==> config.mk <==
export PLATFORM = sky130hd
export DESIGN_NAME = adler32_group_checksum
export DESIGN_NICKNAME = d
export VERILOG_FILES = /design/src/acg_pkg.sv /design/src/adler32_group_checksum.sv /design/src/acg_lane.sv /design/src/acg_merge.sv /design/src/acg_accum.sv
export SDC_FILE = /design/constraint.sdc
export NUM_CORES = 2
export LEC_CHECK = 0
export ABC_CLOCK_PERIOD_IN_PS = 11500
export BUFFER_PORTS_ARGS = -buffer_cell sky130_fd_sc_hd__buf_4
export CORE_ASPECT_RATIO = 1.4
export CORE_UTILIZATION = 59
export CTS_BUF_LIST = sky130_fd_sc_hd__clkbuf_8
export DETAILED_ROUTE_END_ITERATION = 8
export PLACE_DENSITY_LB_ADDON = 0.12
export SLEW_MARGIN = 10
export SYNTH_ARGS = -nofsm -noshare
export SYNTH_HDL_FRONTEND = slang
export SYNTH_SLANG_ARGS = --single-unit
==> constraint.sdc <==
create_clock -name clk -period 11.5 [get_ports clk]
set_input_delay 2.3 -clock clk [delete_from_list [all_inputs] [get_ports clk]]
set_output_delay 2.3 -clock clk [all_outputs]
set_load 0.005 [all_outputs]
==> src/acg_pkg.sv <==
// Shared constants, types and the modulo-65521 fold for the Adler-32 group checksum.
// No dependencies; used by every module under src.
package acg_pkg;

	// Adler-32 modulus and group geometry
	localparam int unsigned ADLER_MOD        = 65521;
	localparam int          LANES            = 4;
	localparam int          LANE_BYTES       = 8;
	localparam int          LANE_W           = LANE_BYTES * 8;
	localparam int          MAX_BYTES        = LANES * LANE_BYTES;
	localparam int          GROUP_BYTES_DEF  = 32;
	localparam int          COUNT_W          = 6;
	localparam int          SEED_W           = 32;

	// Widths of partial results
	localparam int          LANE_BSUM_W      = 11;  // 8 bytes, at most 2040
	localparam int          LANE_ISUM_W      = 16;  // sum of pos * byte, pos up to 31
	localparam int          BSUM_W           = 13;  // 32 bytes, at most 8160
	localparam int          ISUM_W           = 18;
	localparam int          WSUM_W           = COUNT_W + BSUM_W;
	localparam int          RED_W            = 24;  // input width of mod_fold

	localparam logic [16:0] MOD17            = 17'(ADLER_MOD);

	// Per-lane partial sums
	typedef struct packed {
		logic [LANE_BSUM_W-1:0] bsum;
		logic [LANE_ISUM_W-1:0] isum;
	} lane_sum_t;

	// Per-item control carried down the pipe
	typedef struct packed {
		logic [COUNT_W-1:0] n;
		logic               first;
		logic [SEED_W-1:0]  seed;
		logic               last;
	} item_ctrl_t;

	// What the accumulator needs for one item
	typedef struct packed {
		logic [BSUM_W-1:0]  bsum;
		logic [15:0]        wsum;     // weighted sum, already reduced
		logic [15:0]        seed_lo;  // reduced
		logic [15:0]        seed_hi;  // reduced
		logic [COUNT_W-1:0] n;
		logic               first;
		logic               last;
	} acc_item_t;

	// x mod 65521 for x below 2^24: 2^16 = 15 (mod 65521), then one subtract
	function automatic logic [15:0] mod_fold(input logic [RED_W-1:0] x);
		logic [16:0] f;
		f = 17'(x[15:0]) + 17'(x[RED_W-1:16]) * 17'd15;
		if (f >= MOD17) begin
			f = f - MOD17;
		end
		return f[15:0];
	endfunction

endpackage

==> src/adler32_group_checksum.sv <==
// Top level of the Adler-32 group checksum: lanes, merge, weighting and accumulator.
// Depends on acg_pkg, acg_lane, acg_merge and acg_accum.
//
//   channel  dir  signals                        contents
//   s_*      in   tvalid tready tdata tuser tlast 32 stream bytes, count, seed, first, last
//   m_*      out  tvalid tready tdata tlast       running checksum, final flag
//
// One item per cycle sustained while m_tready accepts results; the result is registered
// in each stage below and leaves from the accumulator register.
// Stage 1 lane sums, 2 merge, 3 count weighting, 4 mod reduction and seed
// reduction, 5 the sum update loop in the accumulator, which sets the rate.
// Reset sets the sums to low 1, high 0 and empties the pipe.
// Each stage moves on when it is empty or the next one moves, so bubbles close up
// and input is taken while a result waits at the output.
module adler32_group_checksum #(
	parameter int GROUP_BYTES = acg_pkg::GROUP_BYTES_DEF
) (
	input  logic         clk,
	input  logic         arst_n,
	input  logic         s_tvalid,
	output logic         s_tready,
	// [63:0] bytes 0..7, [127:64] bytes 8..15, [191:128] bytes 16..23,
	// [255:192] bytes 24..31, [261:256] byte_count, [293:262] seed, [295:294] zero
	input  logic [295:0] s_tdata,
	input  logic         s_tuser,   // [0] first_group
	input  logic         s_tlast,   // last_group
	output logic         m_tvalid,
	input  logic         m_tready,
	output logic [31:0]  m_tdata,   // [31:0] checksum
	output logic         m_tlast    // final_res
);

	localparam int LIMIT = (GROUP_BYTES < acg_pkg::MAX_BYTES) ? GROUP_BYTES
		: acg_pkg::MAX_BYTES;

	logic v_s1, v_s2, v_s3, v_s4;
	logic en1, en2, en3, en4, acc_ready;

	logic [acg_pkg::COUNT_W-1:0] n_raw;
	logic [acg_pkg::COUNT_W-1:0] n_clamp;
	acg_pkg::lane_sum_t          lane_sums [acg_pkg::LANES];
	acg_pkg::lane_sum_t          lane_s1   [acg_pkg::LANES];
	acg_pkg::item_ctrl_t         ctrl_in, ctrl_s1, ctrl_s2, ctrl_s3;
	logic [acg_pkg::BSUM_W-1:0]  bsum_m, bsum_s2, bsum_s3;
	logic [acg_pkg::ISUM_W-1:0]  isum_m, isum_s2;
	logic [acg_pkg::WSUM_W-1:0]  wsum_s3;
	acg_pkg::acc_item_t          acc_s4;

	// Stall chain, from the accumulator back
	assign en4      = !v_s4 || acc_ready;
	assign en3      = !v_s3 || en4;
	assign en2      = !v_s2 || en3;
	assign en1      = !v_s1 || en2;
	assign s_tready = en1;

	// Count clamp and input control
	assign n_raw   = s_tdata[261:256];
	assign n_clamp = (n_raw > acg_pkg::COUNT_W'(LIMIT)) ? acg_pkg::COUNT_W'(LIMIT) : n_raw;
	always_comb begin
		ctrl_in.n     = n_clamp;
		ctrl_in.first = s_tuser;
		ctrl_in.seed  = s_tdata[293:262];
		ctrl_in.last  = s_tlast;
	end

	// Byte lanes
	for (genvar l = 0; l < acg_pkg::LANES; l++) begin : g_lane
		acg_lane #(.LANE_IDX(l)) u_lane (
			.bytes(s_tdata[l*acg_pkg::LANE_W +: acg_pkg::LANE_W]),
			.n    (n_clamp),
			.sums (lane_sums[l])
		);
	end

	acg_merge u_merge (
		.lane_sums(lane_s1),
		.bsum     (bsum_m),
		.isum     (isum_m)
	);

	// Valid bits
	always_ff @(posedge clk or negedge arst_n) begin
		if (!arst_n) begin
			v_s1 <= 1'b0;
			v_s2 <= 1'b0;
			v_s3 <= 1'b0;
			v_s4 <= 1'b0;
		end else begin
			if (en1) v_s1 <= s_tvalid;
			if (en2) v_s2 <= v_s1;
			if (en3) v_s3 <= v_s2;
			if (en4) v_s4 <= v_s3;
		end
	end

	// Payload stages
	always_ff @(posedge clk) begin
		if (en1) begin
			lane_s1 <= lane_sums;
			ctrl_s1 <= ctrl_in;
		end
		if (en2) begin
			bsum_s2 <= bsum_m;
			isum_s2 <= isum_m;
			ctrl_s2 <= ctrl_s1;
		end
		// W = n*B - sum(pos*d) = sum((n - pos)*d)
		if (en3) begin
			bsum_s3 <= bsum_s2;
			wsum_s3 <= acg_pkg::WSUM_W'(acg_pkg::WSUM_W'(ctrl_s2.n) *
				acg_pkg::WSUM_W'(bsum_s2)) - acg_pkg::WSUM_W'(isum_s2);
			ctrl_s3 <= ctrl_s2;
		end
		// Reduce W and the seed halves
		if (en4) begin
			acc_s4.bsum    <= bsum_s3;
			acc_s4.wsum    <= acg_pkg::mod_fold(acg_pkg::RED_W'(wsum_s3));
			acc_s4.seed_lo <= acg_pkg::mod_fold(acg_pkg::RED_W'(ctrl_s3.seed[15:0]));
			acc_s4.seed_hi <= acg_pkg::mod_fold(acg_pkg::RED_W'(ctrl_s3.seed[31:16]));
			acc_s4.n       <= ctrl_s3.n;
			acc_s4.first   <= ctrl_s3.first;
			acc_s4.last    <= ctrl_s3.last;
		end
	end

	acg_accum u_accum (
		.clk      (clk),
		.arst_n   (arst_n),
		.in_valid (v_s4),
		.in_ready (acc_ready),
		.in_item  (acc_s4),
		.out_valid(m_tvalid),
		.out_ready(m_tready),
		.out_sum  (m_tdata),
		.out_last (m_tlast)
	);

endmodule

==> src/acg_lane.sv <==
// One byte lane of the checksum: plain and position-weighted sums of its valid bytes.
// Depends on acg_pkg.
module acg_lane #(
	parameter int LANE_IDX = 0
) (
	input  logic [acg_pkg::LANE_W-1:0]  bytes,
	input  logic [acg_pkg::COUNT_W-1:0] n,
	output acg_pkg::lane_sum_t          sums
);

	// Mask bytes at or past the count, then accumulate
	always_comb begin
		logic [acg_pkg::LANE_BSUM_W-1:0] bs;
		logic [acg_pkg::LANE_ISUM_W-1:0] is;
		logic [7:0]                      d;
		logic [acg_pkg::COUNT_W-1:0]     pos;
		bs = '0;
		is = '0;
		for (int j = 0; j < acg_pkg::LANE_BYTES; j++) begin
			pos = acg_pkg::COUNT_W'(LANE_IDX * acg_pkg::LANE_BYTES + j);
			d   = (pos < n) ? bytes[j*8 +: 8] : 8'd0;
			bs  = bs + acg_pkg::LANE_BSUM_W'(d);
			is  = is + acg_pkg::LANE_ISUM_W'(pos) * acg_pkg::LANE_ISUM_W'(d);
		end
		sums.bsum = bs;
		sums.isum = is;
	end

endmodule

==> src/acg_merge.sv <==
// Merges the lane sums into the group byte sum and the position-weighted sum.
// Depends on acg_pkg.
module acg_merge (
	input  acg_pkg::lane_sum_t          lane_sums [acg_pkg::LANES],
	output logic [acg_pkg::BSUM_W-1:0]  bsum,
	output logic [acg_pkg::ISUM_W-1:0]  isum
);

	// Four-way adder for each sum
	always_comb begin
		bsum = '0;
		isum = '0;
		for (int l = 0; l < acg_pkg::LANES; l++) begin
			bsum = bsum + acg_pkg::BSUM_W'(lane_sums[l].bsum);
			isum = isum + acg_pkg::ISUM_W'(lane_sums[l].isum);
		end
	end

endmodule

==> src/acg_accum.sv <==
// Running Adler-32 sums: seed load, per-item update and the output register.
// Depends on acg_pkg.
module acg_accum (
	input  logic               clk,
	input  logic               arst_n,
	input  logic               in_valid,
	output logic               in_ready,
	input  acg_pkg::acc_item_t in_item,
	output logic               out_valid,
	input  logic               out_ready,
	output logic [31:0]        out_sum,
	output logic               out_last
);

	logic        valid_q;
	logic        last_q;
	logic [15:0] low_q;
	logic [15:0] high_q;
	logic [15:0] low_base;
	logic [15:0] high_base;
	logic [15:0] low_nxt;
	logic [15:0] high_nxt;
	logic        take;

	assign in_ready = !valid_q || out_ready;
	assign take     = in_valid && in_ready;

	// Sum update: low += B, high += n*low + W, both mod 65521
	always_comb begin
		low_base  = in_item.first ? in_item.seed_lo : low_q;
		high_base = in_item.first ? in_item.seed_hi : high_q;
		low_nxt   = acg_pkg::mod_fold(acg_pkg::RED_W'(low_base) +
			acg_pkg::RED_W'(in_item.bsum));
		high_nxt  = acg_pkg::mod_fold(acg_pkg::RED_W'(high_base) +
			acg_pkg::RED_W'(in_item.n) * acg_pkg::RED_W'(low_base) +
			acg_pkg::RED_W'(in_item.wsum));
	end

	// State doubles as the output register
	always_ff @(posedge clk or negedge arst_n) begin
		if (!arst_n) begin
			valid_q <= 1'b0;
			low_q   <= 16'd1;
			high_q  <= 16'd0;
		end else begin
			if (take) begin
				valid_q <= 1'b1;
				low_q   <= low_nxt;
				high_q  <= high_nxt;
			end else if (out_ready) begin
				valid_q <= 1'b0;
			end
		end
	end

	always_ff @(posedge clk) begin
		if (take) begin
			last_q <= in_item.last;
		end
	end

	assign out_valid = valid_q;
	assign out_sum   = {high_q, low_q};
	assign out_last  = last_q;

endmodule
==> results.cfg <==
[cts]
clk_pin_slew_ps = 70
h-tree-depth = 2
cts-root-buf = clkbuf_8
ctsHoldBuffers = 0
clock_latency_ps = 710
cts_buffers = 60
cts_num_sinks = 396
cts_tree = yes
cts_buffer_depth = 3

[yosys]
synth.yosys.seq_area_share = 0.214
ys_warn_count = 0
netlist_instances = 5321
postSynthAreaPerCell_um2 = 10.3
yosysUniqueCellTypes = 86
ys_ff_latch = 396
synth_nets = 7144
yosys_most_used_dff = edfxtp_1
synth_edf_count = 359
yosysTopAreaCell = fa_1
netlist_area_um2 = 54800
synth.area.top_cells = fa_1, edfxtp_1, ha_1, inv_1, xnor2_1
synthArstFlopShare = 0.0934
synth_top_area_share = 0.295

[worst_setup_path]
crit_top_cell = fa_1
r2r-end = u_accum.high_q[6]
crit_path_end = u_accum.high_q[6]
cpPeakStageDelay_ps = 540
worstSetupEndpointType = register
cp_slowest_cell = fa_1
required_ps = 12100
path_class = register to register
regToRegSetupSlack_ps = 600
reg2reg_depth = 46
critPathLaunch = acc_s4[1]
start_kind = register
timing.rr.start = acc_s4[1]
crit_arrival_ps = 11500
path_max_fanout = 17

[sta]
setup_tns_ps = 0
layout_setup_ws_ps = 603
relSlewSlack = 0.257
fin_hold_ws_ps = 413
finalSetupViolations = 0
finalClockSkew_ps = 53.2
fmax_ghz = 0.0918
hold_viol_final = 0
fin_crit_ps = 10900
tightestPinTransition_ps = 1110
drv_slew = 0
fin_crit_sh = 0.948

[global_routing]
grt_pass1_wl_um = 209000
grt_usage = 0.294
grt_max_degree = 74
grt_pass1_vias = 40212
gr-total-overflow = 0
antenna_found_initial = 2

[detailed_routing]
post-route-drc-count = 0
wire_per_inst_um = 19.2
first_pass_iters = 5
ant_nets = 0
drtIter0Drc = 1641
vias = 37520
drt_wl_total_um = 134000
via_per_inst = 5.37

[min_path]
hold_path.class = register to register

[cells_and_area]
fin_cells = 6990
syn_to_final_growth_pct = 10.6
layout_common_cells = inv_1, fa_1, ha_1, buf_4, edfxtp_1
fin_nets = 7568
drive_above_1_share = 0.100
fillers = 7411
final_common_cell = inv_1

[placement]
io_buffers = 334
dp_hpwl_um = 117000
place_ws_ps = 47.9
place_inst = 6876
globalplace.congestion = 0.953

[die]
start_util = 0.599
fp-row-count = 131
io_pins = 337
die_w_um = 259
die_area_um2 = 94100
core_area_um2 = 91500
die_y_um = 362

[status]
status = finished clean

[flow_run]
maxCapViolCount = 0
-- cell usage after synthesis, types with 89 or more instances --
library cell / number
fa_1: 806
edfxtp_1: 359
nand2_1: 347
o21ai_0: 93
xnor2_1: 242
xor2_1: 102
ha_1: 715
and2_1: 97
a21o_1: 89
nor2b_1: 167
a21oi_1: 239
inv_1: 1240
nor2_1: 162
-- flip-flops by register name, summed over array words and instances, names as in the netlist --
signal	flops
v_s3	1
bsum_s2	13
bsum_s3	13
u_accum.high_q	16
ctrl_s3	40
v_s1	1
ctrl_s1	40
lane_s1	106
wsum_s3	19
acc_s4	69
u_accum.out_valid	1
u_accum.low_q	16
isum_s2	18
ctrl_s2	40
v_s4	1
u_accum.out_last	1
v_s2	1
-- layout make-up --
class                      count  area, um^2  share of cell area
multi-input combinational   3634       38400               0.633
sequential                   396       11700               0.193
inverter                    1241        4660              0.0769
timing repair buffer         412        3100              0.0512
tap                         1197        1500              0.0247
clock buffer                  64         881              0.0145
clock inverter                44         374             0.00617
antenna                        2        5.00           0.0000826
-- critical path: cells and delay by family, from the launching register on --
kind / cells / cell delay (ps)
simple gates: 7 / 1030
compound gates: 14 / 2940
mux: 1 / 230
buf+inv: 12 / 1350
flops: 1 / 380
fa+ha+maj: 10 / 4510
xor+xnor: 2 / 380
-- timing repair --
item / 4_1_cts / 5_1_grt
buffers inserted: 0 / 3
endpoints found under the setup margin: 0 / 16
hold endpoints to repair: 0 / 0
resized for setup: 0 / 30
-- worst min path at each step --
| stage | start | endpoint | depth (start not counted) |
|---|---|---|---|
| 3_3_place_gp | acc_s4[0] | u_accum.out_last | 0 |
| 5_1_grt | ctrl_s1[0] | ctrl_s2[0] | 0 |
| 2_1_floorplan | ctrl_s3[0] | acc_s4[0] | 0 |
| 4_1_cts | ctrl_s1[37] | ctrl_s2[37] | 0 |
| 6_report | ctrl_s1[37] | ctrl_s2[37] | 0 |
| 3_5_place_dp | bsum_s3[4] | acc_s4[60] | 0 |
-- routing by layer --
metal / track usage / part of all wire / vias up
li1: - / - / 17858
met1: 0.294 / 0.34 / 18506
met2: 0.572 / 0.56 / 797
met3: 0.0221 / 0.026 / 359
met4: 0.192 / 0.075 / 0
met5: 0 / 0 / -
-- stage by stage --
step / util / instance area [um^2]
6_report: 0.662 / 60600
5_1_grt: 0.662 / 60600
4_1_cts: 0.661 / 60400
3_5_place_dp: 0.647 / 59200
3_3_place_gp: 0.647 / 59200
2_1_floorplan: - / 54800
-- kinds of logic (layout without fill, tap and decap cells) --
family | after synthesis | after routing | synth area share
buf+inv | 1291 | 1761 | 0.0886
flops | 396 | 396 | 0.214
mux | 40 | 40 | 0.00763
fa+ha+maj | 1522 | 1522 | 0.458
compound gates | 688 | 688 | 0.0813
simple gates | 1039 | 1039 | 0.0951
other cells | 0 | 2 | 0
xor+xnor | 345 | 345 | 0.0555
Power is left out: the tool's default activity adds up to more than one toggle a clock period on the data nets, which glitch-free logic cannot reach.
